### src/design/tcc_pkg.sv
`default_nettype none

package tcc_pkg;

    localparam int MAX_DIMS    = 4;
    localparam int EXTENT_BITS = 8;
    localparam int SLOTS       = 4;
    localparam int SLOT_W      = 2;
    localparam int DIGIT_W     = 8;
    localparam int EXT_W       = 9;
    localparam int INDEX_W     = 32;
    localparam int COUNT_W     = 33;
    localparam int VALUE_W     = 48;
    localparam int DCNT_W      = 3;
    localparam int CFG_IDX_W   = 3;
    localparam int STEP_W      = 6;

    localparam int S_TDATA_W   = VALUE_W + SLOTS * DIGIT_W;
    localparam int S_TUSER_W   = 2;
    localparam int M_TDATA_W   = SLOTS * DIGIT_W + INDEX_W;
    localparam int M_TUSER_W   = 1;

    localparam logic [EXT_W-1:0]  EXT_MAX  = EXT_W'(1 << EXTENT_BITS);
    localparam logic [DCNT_W-1:0] DIMS_TOP = DCNT_W'((MAX_DIMS < SLOTS) ? MAX_DIMS : SLOTS);

    typedef enum logic [1:0] {
        OP_INC       = 2'd0,
        OP_DEC       = 2'd1,
        OP_SET_INDEX = 2'd2,
        OP_SET_COORD = 2'd3
    } t_op;

    localparam logic [CFG_IDX_W-1:0] REG_DIM_COUNT = 3'd0;
    localparam logic [CFG_IDX_W-1:0] REG_EXTENT0   = 3'd1;
    localparam logic [CFG_IDX_W-1:0] REG_EXTENT1   = 3'd2;
    localparam logic [CFG_IDX_W-1:0] REG_EXTENT2   = 3'd3;
    localparam logic [CFG_IDX_W-1:0] REG_EXTENT3   = 3'd4;

    typedef enum logic [6:0] {
        S_IDLE = 7'b0000001,
        S_EXEC = 7'b0000010,
        S_PROD = 7'b0000100,
        S_MAC  = 7'b0001000,
        S_DIV  = 7'b0010000,
        S_FIX  = 7'b0100000,
        S_DONE = 7'b1000000
    } t_state;

    function automatic logic [EXT_W-1:0] eff_extent(input logic [EXT_W-1:0] raw);
        logic [EXT_W-1:0] e;
        e = raw;
        if (raw == '0) e = EXT_W'(1);
        if (raw > EXT_MAX) e = EXT_MAX;
        return e;
    endfunction

    function automatic logic [DCNT_W-1:0] dims_in_use(input logic [DCNT_W-1:0] dc);
        return (dc > DIMS_TOP) ? DIMS_TOP : dc;
    endfunction

endpackage

`default_nettype wire

### src/design/tensor_coordinate_counter.sv
`default_nettype none

// Tensor coordinate counter: keeps a coordinate of up to four digits (dimension 0
// outermost) and its row-major linear index for a configured shape.
// Input stream: tuser carries the operation (increment, decrement, set from
// linear index, set from coordinates), tdata the index and the four digits.
// Output stream: one transaction per input transaction with the digits, the
// linear position and, in tuser, the bad coordinate flag.
// Config channel: index 0 dimension count, 1..4 extents; a write to one of these
// clears the coordinate and rebuilds the element count, one multiply per dimension.
// Increment, decrement, rejected set-from-coordinates and zero dimensions finish
// directly; set-from-coordinates goes through the shared multiply-add;
// set-from-index runs on the shared one-bit-per-cycle divider (48 steps for
// the reduction, 32 per digit).
// One transaction is processed at a time; s_axis_tready is high only when idle.
// A finished result sits in the output register; if the receiver stalls, the
// next result waits inside until that register frees up.
// Reset: one dimension of extent 1, coordinate zero, no output pending.

module tensor_coordinate_counter
    import tcc_pkg::*;
(
    input  wire                   i_clk,
    input  wire                   i_rst_n,
    input  wire                   s_axis_tvalid,
    output logic                  s_axis_tready,
    // index_value[47:0], coord_in0, coord_in1, coord_in2, coord_in3
    input  wire  [S_TDATA_W-1:0]  s_axis_tdata,
    // operation[1:0]
    input  wire  [S_TUSER_W-1:0]  s_axis_tuser,
    output logic                  m_axis_tvalid,
    input  wire                   m_axis_tready,
    // coord_out0, coord_out1, coord_out2, coord_out3, linear_position[31:0]
    output logic [M_TDATA_W-1:0]  m_axis_tdata,
    // bad_coordinate
    output logic [M_TUSER_W-1:0]  m_axis_tuser,
    input  wire                   i_cfg_valid,
    output logic                  o_cfg_ready,
    input  wire  [CFG_IDX_W-1:0]  i_cfg_index,
    input  wire  [EXT_W-1:0]      i_cfg_data
);

    localparam int MUL_W = COUNT_W + EXT_W;
    localparam int PAD_W = VALUE_W - INDEX_W;
    localparam logic [STEP_W-1:0] STEPS_FULL  = STEP_W'(VALUE_W);
    localparam logic [STEP_W-1:0] STEPS_SPLIT = STEP_W'(INDEX_W);

    t_state                r_state, n_state;
    t_op                   r_op, n_op;
    logic [DCNT_W-1:0]     r_dim_count, n_dim_count;
    logic [EXT_W-1:0]      r_extent [SLOTS];
    logic [EXT_W-1:0]      n_extent [SLOTS];
    logic [DIGIT_W-1:0]    r_digit [SLOTS];
    logic [DIGIT_W-1:0]    n_digit [SLOTS];
    logic [DIGIT_W-1:0]    r_cin [SLOTS];
    logic [DIGIT_W-1:0]    n_cin [SLOTS];
    logic [INDEX_W-1:0]    r_index, n_index;
    logic [COUNT_W-1:0]    r_count, n_count;
    logic [VALUE_W-1:0]    r_value, n_value;
    logic [COUNT_W-1:0]    r_acc, n_acc;
    logic [DCNT_W-1:0]     r_cnt, n_cnt;
    logic                  r_neg, n_neg;
    logic                  r_phase, n_phase;
    logic                  r_bad, n_bad;
    logic [VALUE_W-1:0]    r_div_q, n_div_q;
    logic [COUNT_W-1:0]    r_div_r, n_div_r;
    logic [COUNT_W-1:0]    r_div_d, n_div_d;
    logic [STEP_W-1:0]     r_steps, n_steps;
    logic                  r_out_valid, n_out_valid;
    logic [DIGIT_W-1:0]    r_out_dig [SLOTS];
    logic [DIGIT_W-1:0]    n_out_dig [SLOTS];
    logic [INDEX_W-1:0]    r_out_pos, n_out_pos;
    logic                  r_out_bad, n_out_bad;

    logic [DCNT_W-1:0]     w_dims;
    logic [EXT_W-1:0]      w_ext [SLOTS];
    logic [DIGIT_W-1:0]    w_inc_dig [SLOTS];
    logic [DIGIT_W-1:0]    w_dec_dig [SLOTS];
    logic [INDEX_W-1:0]    w_inc_idx, w_dec_idx;
    logic [COUNT_W-1:0]    w_idx_p1;
    logic                  w_coord_bad;
    logic [SLOT_W-1:0]     w_sel;
    logic [MUL_W-1:0]      w_mul;
    logic [DIGIT_W-1:0]    w_mul_add;
    logic [COUNT_W:0]      w_rem_sh;
    logic                  w_ge;
    logic [COUNT_W:0]      w_rem_diff;
    logic [COUNT_W-1:0]    w_rem_nx;
    logic [VALUE_W-1:0]    w_q_nx;
    logic [COUNT_W-1:0]    w_fixed;
    logic [DCNT_W-1:0]     w_dims_m1;
    logic [DCNT_W-1:0]     w_cnt_m1;
    logic                  w_out_free;
    logic                  w_finish;
    logic                  w_cfg_write;
    logic                  v_carry, v_borrow;
    logic [EXT_W-1:0]      v_sum;

    assign w_dims = dims_in_use(r_dim_count);

    always_comb begin
        for (int i = 0; i < SLOTS; i++) begin
            w_ext[i] = eff_extent(r_extent[i]);
        end
    end

    // odometer step, innermost digit first
    always_comb begin
        v_carry  = 1'b1;
        v_borrow = 1'b1;
        v_sum    = '0;
        for (int i = SLOTS - 1; i >= 0; i--) begin
            w_inc_dig[i] = r_digit[i];
            w_dec_dig[i] = r_digit[i];
            if (DCNT_W'(i) < w_dims) begin
                if (v_carry) begin
                    v_sum = {1'b0, r_digit[i]} + EXT_W'(1);
                    if (v_sum < w_ext[i]) begin
                        w_inc_dig[i] = v_sum[DIGIT_W-1:0];
                        v_carry = 1'b0;
                    end else begin
                        w_inc_dig[i] = '0;
                    end
                end
                if (v_borrow) begin
                    if (r_digit[i] != '0) begin
                        w_dec_dig[i] = r_digit[i] - DIGIT_W'(1);
                        v_borrow = 1'b0;
                    end else begin
                        w_dec_dig[i] = DIGIT_W'(w_ext[i] - EXT_W'(1));
                    end
                end
            end
        end
    end

    assign w_idx_p1  = {1'b0, r_index} + COUNT_W'(1);
    assign w_inc_idx = (w_idx_p1 >= r_count) ? '0 : w_idx_p1[INDEX_W-1:0];
    assign w_dec_idx = (r_index == '0) ? INDEX_W'(r_count - COUNT_W'(1))
                                       : (r_index - INDEX_W'(1));

    always_comb begin
        w_coord_bad = 1'b0;
        for (int i = 0; i < SLOTS; i++) begin
            if ((DCNT_W'(i) < w_dims) && ({1'b0, r_cin[i]} >= w_ext[i])) begin
                w_coord_bad = 1'b1;
            end
        end
    end

    // shared multiply-add
    assign w_sel     = r_cnt[SLOT_W-1:0];
    assign w_mul_add = (r_state == S_MAC) ? r_digit[w_sel] : '0;
    assign w_mul     = MUL_W'(r_acc) * MUL_W'(w_ext[w_sel]) + MUL_W'(w_mul_add);

    // shared restoring divider, one quotient bit per cycle
    assign w_rem_sh   = {r_div_r, r_div_q[VALUE_W-1]};
    assign w_rem_diff = w_rem_sh - {1'b0, r_div_d};
    assign w_ge       = (w_rem_sh >= {1'b0, r_div_d});
    assign w_rem_nx   = w_ge ? w_rem_diff[COUNT_W-1:0] : w_rem_sh[COUNT_W-1:0];
    assign w_q_nx     = {r_div_q[VALUE_W-2:0], w_ge};

    assign w_fixed   = (r_neg && (r_div_r != '0)) ? (r_count - r_div_r) : r_div_r;
    assign w_dims_m1 = w_dims - DCNT_W'(1);
    assign w_cnt_m1  = r_cnt - DCNT_W'(1);

    assign w_out_free    = !r_out_valid || m_axis_tready;
    assign s_axis_tready = (r_state == S_IDLE) && !i_cfg_valid;
    assign o_cfg_ready   = (r_state == S_IDLE);

    always_comb begin
        n_state     = r_state;
        n_op        = r_op;
        n_dim_count = r_dim_count;
        n_extent    = r_extent;
        n_digit     = r_digit;
        n_cin       = r_cin;
        n_index     = r_index;
        n_count     = r_count;
        n_value     = r_value;
        n_acc       = r_acc;
        n_cnt       = r_cnt;
        n_neg       = r_neg;
        n_phase     = r_phase;
        n_bad       = r_bad;
        n_div_q     = r_div_q;
        n_div_r     = r_div_r;
        n_div_d     = r_div_d;
        n_steps     = r_steps;
        n_out_valid = r_out_valid && !m_axis_tready;
        n_out_dig   = r_out_dig;
        n_out_pos   = r_out_pos;
        n_out_bad   = r_out_bad;
        w_finish    = 1'b0;
        w_cfg_write = 1'b0;

        case (r_state)
            S_IDLE: begin
                if (i_cfg_valid) begin
                    w_cfg_write = 1'b1;
                    case (i_cfg_index)
                        REG_DIM_COUNT: n_dim_count = i_cfg_data[DCNT_W-1:0];
                        REG_EXTENT0:   n_extent[0] = i_cfg_data;
                        REG_EXTENT1:   n_extent[1] = i_cfg_data;
                        REG_EXTENT2:   n_extent[2] = i_cfg_data;
                        REG_EXTENT3:   n_extent[3] = i_cfg_data;
                        default:       w_cfg_write = 1'b0;
                    endcase
                    if (w_cfg_write) begin
                        for (int i = 0; i < SLOTS; i++) begin
                            n_digit[i] = '0;
                        end
                        n_index = '0;
                        n_acc   = COUNT_W'(1);
                        n_cnt   = '0;
                        n_state = S_PROD;
                    end
                end else if (s_axis_tvalid) begin
                    n_op    = t_op'(s_axis_tuser[1:0]);
                    n_value = s_axis_tdata[VALUE_W-1:0];
                    for (int i = 0; i < SLOTS; i++) begin
                        n_cin[i] = s_axis_tdata[VALUE_W + i*DIGIT_W +: DIGIT_W];
                    end
                    n_state = S_EXEC;
                end
            end
            S_PROD: begin
                if (r_cnt < w_dims) begin
                    n_acc = w_mul[COUNT_W-1:0];
                    n_cnt = r_cnt + DCNT_W'(1);
                end else begin
                    n_count = r_acc;
                    n_state = S_IDLE;
                end
            end
            S_EXEC: begin
                n_bad = 1'b0;
                if (w_dims == '0) begin
                    w_finish = 1'b1;
                end else begin
                    case (r_op)
                        OP_INC: begin
                            n_digit  = w_inc_dig;
                            n_index  = w_inc_idx;
                            w_finish = 1'b1;
                        end
                        OP_DEC: begin
                            n_digit  = w_dec_dig;
                            n_index  = w_dec_idx;
                            w_finish = 1'b1;
                        end
                        OP_SET_INDEX: begin
                            n_neg   = r_value[VALUE_W-1];
                            n_div_q = r_value[VALUE_W-1] ? (VALUE_W'(0) - r_value) : r_value;
                            n_div_r = '0;
                            n_div_d = r_count;
                            n_steps = STEPS_FULL;
                            n_phase = 1'b0;
                            n_state = S_DIV;
                        end
                        OP_SET_COORD: begin
                            if (w_coord_bad) begin
                                n_bad    = 1'b1;
                                w_finish = 1'b1;
                            end else begin
                                for (int i = 0; i < SLOTS; i++) begin
                                    if (DCNT_W'(i) < w_dims) n_digit[i] = r_cin[i];
                                end
                                n_acc   = '0;
                                n_cnt   = '0;
                                n_state = S_MAC;
                            end
                        end
                        default: w_finish = 1'b1;
                    endcase
                end
            end
            S_MAC: begin
                if (r_cnt < w_dims) begin
                    n_acc = w_mul[COUNT_W-1:0];
                    n_cnt = r_cnt + DCNT_W'(1);
                end else begin
                    n_index  = r_acc[INDEX_W-1:0];
                    w_finish = 1'b1;
                end
            end
            S_DIV: begin
                n_div_q = w_q_nx;
                n_div_r = w_rem_nx;
                n_steps = r_steps - STEP_W'(1);
                if (r_steps == STEP_W'(1)) begin
                    if (!r_phase) begin
                        n_state = S_FIX;
                    end else begin
                        n_digit[w_sel] = w_rem_nx[DIGIT_W-1:0];
                        if (r_cnt == '0) begin
                            w_finish = 1'b1;
                        end else begin
                            n_cnt   = w_cnt_m1;
                            n_div_q = {w_q_nx[INDEX_W-1:0], PAD_W'(0)};
                            n_div_r = '0;
                            n_div_d = COUNT_W'(w_ext[w_cnt_m1[SLOT_W-1:0]]);
                            n_steps = STEPS_SPLIT;
                        end
                    end
                end
            end
            S_FIX: begin
                n_index = w_fixed[INDEX_W-1:0];
                n_div_q = {w_fixed[INDEX_W-1:0], PAD_W'(0)};
                n_div_r = '0;
                n_div_d = COUNT_W'(w_ext[w_dims_m1[SLOT_W-1:0]]);
                n_cnt   = w_dims_m1;
                n_steps = STEPS_SPLIT;
                n_phase = 1'b1;
                n_state = S_DIV;
            end
            S_DONE: begin
                w_finish = 1'b1;
            end
            default: begin
                n_state = S_IDLE;
            end
        endcase

        if (w_finish) begin
            if (w_out_free) begin
                n_out_valid = 1'b1;
                n_out_dig   = n_digit;
                n_out_pos   = n_index;
                n_out_bad   = n_bad;
                n_state     = S_IDLE;
            end else begin
                n_state = S_DONE;
            end
        end
    end

    always_ff @(posedge i_clk) begin
        if (!i_rst_n) begin
            r_state     <= S_IDLE;
            r_dim_count <= DCNT_W'(1);
            for (int i = 0; i < SLOTS; i++) begin
                r_extent[i] <= EXT_W'(1);
                r_digit[i]  <= '0;
            end
            r_index     <= '0;
            r_count     <= COUNT_W'(1);
            r_bad       <= 1'b0;
            r_out_valid <= 1'b0;
        end else begin
            r_state     <= n_state;
            r_dim_count <= n_dim_count;
            r_extent    <= n_extent;
            r_digit     <= n_digit;
            r_index     <= n_index;
            r_count     <= n_count;
            r_bad       <= n_bad;
            r_out_valid <= n_out_valid;
        end
    end

    always_ff @(posedge i_clk) begin
        r_op      <= n_op;
        r_cin     <= n_cin;
        r_value   <= n_value;
        r_acc     <= n_acc;
        r_cnt     <= n_cnt;
        r_neg     <= n_neg;
        r_phase   <= n_phase;
        r_div_q   <= n_div_q;
        r_div_r   <= n_div_r;
        r_div_d   <= n_div_d;
        r_steps   <= n_steps;
        r_out_dig <= n_out_dig;
        r_out_pos <= n_out_pos;
        r_out_bad <= n_out_bad;
    end

    assign m_axis_tvalid = r_out_valid;
    assign m_axis_tdata  = {r_out_pos, r_out_dig[3], r_out_dig[2], r_out_dig[1], r_out_dig[0]};
    assign m_axis_tuser  = r_out_bad;

endmodule

`default_nettype wire

### config.mk
export PLATFORM = sky130hd
export DESIGN_NAME = tensor_coordinate_counter
export DESIGN_NICKNAME = d
export VERILOG_FILES = /design/src/design/tcc_pkg.sv /design/src/design/tensor_coordinate_counter.sv
export SDC_FILE = /design/constraint.sdc
export NUM_CORES = 2
export LEC_CHECK = 0
export BUFFER_PORTS_ARGS = -buffer_cell sky130_fd_sc_hd__buf_2
export CAP_MARGIN = 15
export CORE_MARGIN = 3
export CORE_UTILIZATION = 35
export DETAILED_ROUTE_END_ITERATION = 8
export PLACE_DENSITY = 0.58
export SYNTH_ARGS = -nofsm -noshare
export SYNTH_HDL_FRONTEND = slang
export SYNTH_SLANG_ARGS = --single-unit
### constraint.sdc
create_clock -name i_clk -period 17.5 [get_ports i_clk]
set_clock_uncertainty 0.15 [all_clocks]
set_input_delay 0.875 -clock i_clk [delete_from_list [all_inputs] [get_ports i_clk]]
set_output_delay 0.875 -clock i_clk [all_outputs]
set_load 0.01 [all_outputs]
==> results.json <==
{
  "status": "complete, no violations",
  "cts_max_level": 2,
  "flow.area_growth_from_synthesis_pct": 11.18,
  "total_power_mw": 3.524,
  "timing.critical_path.from_type": "flop",
  "min_delay_path_depth": 1,
  "ys_top_cells_by_count": "512 x sky130_fd_sc_hd__nand2_1, 310 x sky130_fd_sc_hd__inv_1, 305 x sky130_fd_sc_hd__edfxtp_1",
  "r2r_end": "r_acc[30]",
  "register_area_um2": 12060,
  "multi_input_comb_area_um2": 25560,
  "hold_path_start": "s_axis_tdata[60]",
  "critical_path.cell_chain": "clkinv_1 > mux4_2 > nand2_1 > fa_1 > inv_1 > fa_1 > inv_1 > fa_1 > inv_1 > fa_1 > inv_1 > fa_1 > inv_1 > ha_1 > a21oi_1 > nand2b_1 > o21ai_0 > o21ai_0 > a221oi_1 > a211oi_1 > o311ai_0 > a21o_1 > a21oi_1",
  "synth_top_area_share_pct": 23.13,
  "clock_sink_count": 450,
  "yosysSeqAreaShare_pct": 30.47,
  "wire_length_of_the_first_global_routing_pass_um": 225200,
  "timing.max_cap.violations": 0,
  "cpMaxStageDelayCell": "sky130_fd_sc_hd__mux4_2",
  "n_fill_cell": 11280,
  "min_to": "r_cin[20]",
  "detail_route.wirelength_um": 152700,
  "critical_path.n_buffers_inverters": 6,
  "worst_ir_drop_vdd_mv": 0.08255,
  "cts.root.buffer_cell": "sky130_fd_sc_hd__clkbuf_16",
  "finish.net_count": 5062,
  "grt_remaining_overflow": 0,
  "cts_inserted_buffers": 56,
  "die_area_um2": 117200,
  "period_minus_slack_ns": 8.923,
  "antenna_cells": 0,
  "max-clock-path-buffers": 3,
  "power.static_leakage_nw": 18.15,
  "critical_path.max_stage_delay_ns": 0.84,
  "timing.critical_path.arrival_ns": 9.15,
  "ys_warn_count": 0,
  "setup_repair_after_global_routing_missed_its_margin": "false",
  "drtIter0Drc": 3736,
  "largest_net_degree_at_the_start_of_global_routing": 67,
  "detail_route.first_pass.iterations": 7,
  "fp.dieW_um": 342.3,
  "antenna_left": 0,
  "initial_standard_cell_utilization_of_the_core_pct": 35.53,
  "maxSlewHeadroom_pct": 21.78,
  "worst_setup_hold_path_clk_slew_ns": 0.06,
  "critical_path_peak_fanout": 31,
  "hold_path.class": "in2reg",
  "final.hold.worst_slack_ns": 0.1799,
  "post_synth_inst_count": 4446,
  "gp_routability_congestion": 0.9669,
  "synth_top_area_cell": "sky130_fd_sc_hd__edfxtp_1",
  "mappedNetlistArea_um2": 39590,
  "ys.flop_type": "sky130_fd_sc_hd__edfxtp_1",
  "synth_top_cells_by_area": "sky130_fd_sc_hd__edfxtp_1 23%, sky130_fd_sc_hd__fa_1 9.7%, sky130_fd_sc_hd__ha_1 8.2%, sky130_fd_sc_hd__dfxtp_1 7.3%, sky130_fd_sc_hd__nand2_1 4.9%",
  "core.rowCount": 122,
  "r2r-start": "r_cnt[1]",
  "timing.final.crit_share_pct": 50.99,
  "path_delay_family": "adder cells",
  "dp.final_hpwl_um": 115500,
  "floorplan.die.height_um": 342.3,
  "timing.final.max_slew_violations": 0,
  "cp.required_ns": 17.73,
  "ioPinCount": 167,
  "route.detailed.drc": 0,
  "worstMarginPinSlew_ns": 1.161,
  "r2r.worst_path.cells": 23,
  "post_synth_num_cell_types": 87,
  "fmaxAchievable_ghz": 0.1121,
  "crit_type": "reg2reg",
  "cts_hold_repair.buffers": 0,
  "wl_per_cell_um": 25.25,
  "power-per-cell-area_nw_per_um2": 80.07,
  "final_hold_viol_count": 0,
  "viasPerCell": 5.923,
  "grt_antenna_before_repair": 7,
  "postSynthRegisterBits": 450,
  "tns_ns": 0,
  "postSynthAreaPerCell_um2": 8.905,
  "setup.worst_path.end_class": "flop",
  "dr_total_vias": 35810,
  "drive_above_1_share_pct": 9.963,
  "synth_enable_flop_cells": 305,
  "reg2reg_setup_slack_ns": 8.58,
  "final-setup-viol-count": 0,
  "cts_tree": "done",
  "synthArstFlopShare_pct": 0,
  "clk-insertion-delay-late_ns": 0.72,
  "first_global_vias": 34520,
  "yosys.cell_count.top_type": "sky130_fd_sc_hd__nand2_1",
  "track_usage_pct": 25.44,
  "fp.coreArea_um2": 111400,
  "cts_resizes": 0,
  "synth.net_count": 4998,
  "portBuffers": 166,
  "postCtsSetupRepairBufs": 0
}
cells by family after synthesis:
family	share of synthesized area, %
adder cells (fa/ha/maj)	17.96
buffers and inverters	5.281
AO/OA/AOI/OAI	18.10
multiplexers	3.856
flip-flops	30.47
XOR/XNOR	4.845
AND/OR/NAND/NOR	19.50
cells in the final DEF, fill, tap and decap left out, types with 20 or more instances in the layout:
cell type / instances
sky130_fd_sc_hd__o221ai_1: 22
sky130_fd_sc_hd__nor2b_1: 51
sky130_fd_sc_hd__o22ai_1: 21
sky130_fd_sc_hd__xnor2_1: 132
sky130_fd_sc_hd__and2_1: 190
sky130_fd_sc_hd__nor2_1: 286
sky130_fd_sc_hd__or3_1: 34
sky130_fd_sc_hd__nor3_1: 111
sky130_fd_sc_hd__a22oi_1: 39
sky130_fd_sc_hd__and3_1: 32
sky130_fd_sc_hd__edfxtp_1: 305
sky130_fd_sc_hd__ha_1: 261
sky130_fd_sc_hd__mux2i_1: 54
sky130_fd_sc_hd__nor4_1: 46
sky130_fd_sc_hd__mux4_2: 35
sky130_fd_sc_hd__dfxtp_1: 145
sky130_fd_sc_hd__inv_1: 310
sky130_fd_sc_hd__a221oi_1: 23
sky130_fd_sc_hd__nand2_1: 510
sky130_fd_sc_hd__fa_1: 192
sky130_fd_sc_hd__or4_1: 24
sky130_fd_sc_hd__o211ai_1: 39
sky130_fd_sc_hd__or2_2: 20
sky130_fd_sc_hd__a21oi_1: 299
sky130_fd_sc_hd__clkbuf_16: 57
sky130_fd_sc_hd__a21o_1: 74
sky130_fd_sc_hd__a31oi_1: 50
sky130_fd_sc_hd__nand3_1: 108
sky130_fd_sc_hd__o31ai_1: 34
sky130_fd_sc_hd__a211oi_1: 39
sky130_fd_sc_hd__o21ai_0: 225
sky130_fd_sc_hd__nand2b_1: 25
sky130_fd_sc_hd__o21a_1: 39
sky130_fd_sc_hd__buf_4: 78
sky130_fd_sc_hd__xor2_1: 87
sky130_fd_sc_hd__buf_2: 166
sky130_fd_sc_hd__nand4_1: 49
power by group:
part	leakage (nW)	total (mW)	internal (mW)	switching, mW
sequential	3.95	1.32	1.20	0.126
combinational	13.3	0.959	0.353	0.606
clock	0.911	1.24	0.710	0.532
total	18.2	3.52	2.26	1.26
per-layer routing:
| layer | up-vias | track usage, % | routed length [um] |
|---|---|---|---|
| met2 | 1609 | 40.36 | 69440 |
| met5 | - | 0 | 13 |
| li1 | 16160 | - | - |
| met4 | 2 | 11.63 | 7676 |
| met1 | 17700 | 33.82 | 63570 |
| met3 | 339 | 4.424 | 11960 |
layout make-up:
| cell class | instances | share of cell area, % |
|---|---|---|
| multi-input combinational | 3443 | 58.08 |
| clock inverter | 37 | 1.009 |
| clock buffer | 68 | 3.357 |
| timing repair buffer | 245 | 3.243 |
| sequential | 450 | 27.40 |
| tap | 1488 | 4.230 |
| inverter | 314 | 2.681 |
how the worst max path moves through the flow:
stage,startpoint,endpoint,cells past startpoint
floorplan,r_cnt[0],r_acc[30],24
global placement,r_cnt[1],r_acc[30],23
detailed placement,r_cnt[1],r_acc[30],23
CTS,r_cnt[1],r_acc[30],23
global route,r_cnt[1],r_acc[30],23
finish,r_cnt[1],r_acc[30],23
flip-flops by register name, summed over array words and instances, names as in the netlist, 2 cells and up:
signal and cells:
r_div_d 33, r_digit 32, r_div_q 48, r_count 33, r_state 7, r_dim_count 3
r_div_r 33, r_cnt 3, r_out_pos 32, r_value 48, r_extent 36, r_op 2
r_acc 33, r_steps 6, r_index 32, r_cin 32, m_axis_tdata 32
per-stage QoR:
stage,area (um^2),utilization [%],setup WS [ns],cells
after floorplan,39590,-,10.23,4446
after global placement,42080,37.77,8.844,5939
after detailed placement,42080,37.77,8.811,5939
after CTS,44000,39.49,8.729,6044
after global routing,44020,39.50,8.211,6045
final,44020,39.50,8.577,6045
No activity file was read; power rests on OpenSTA's default activity.
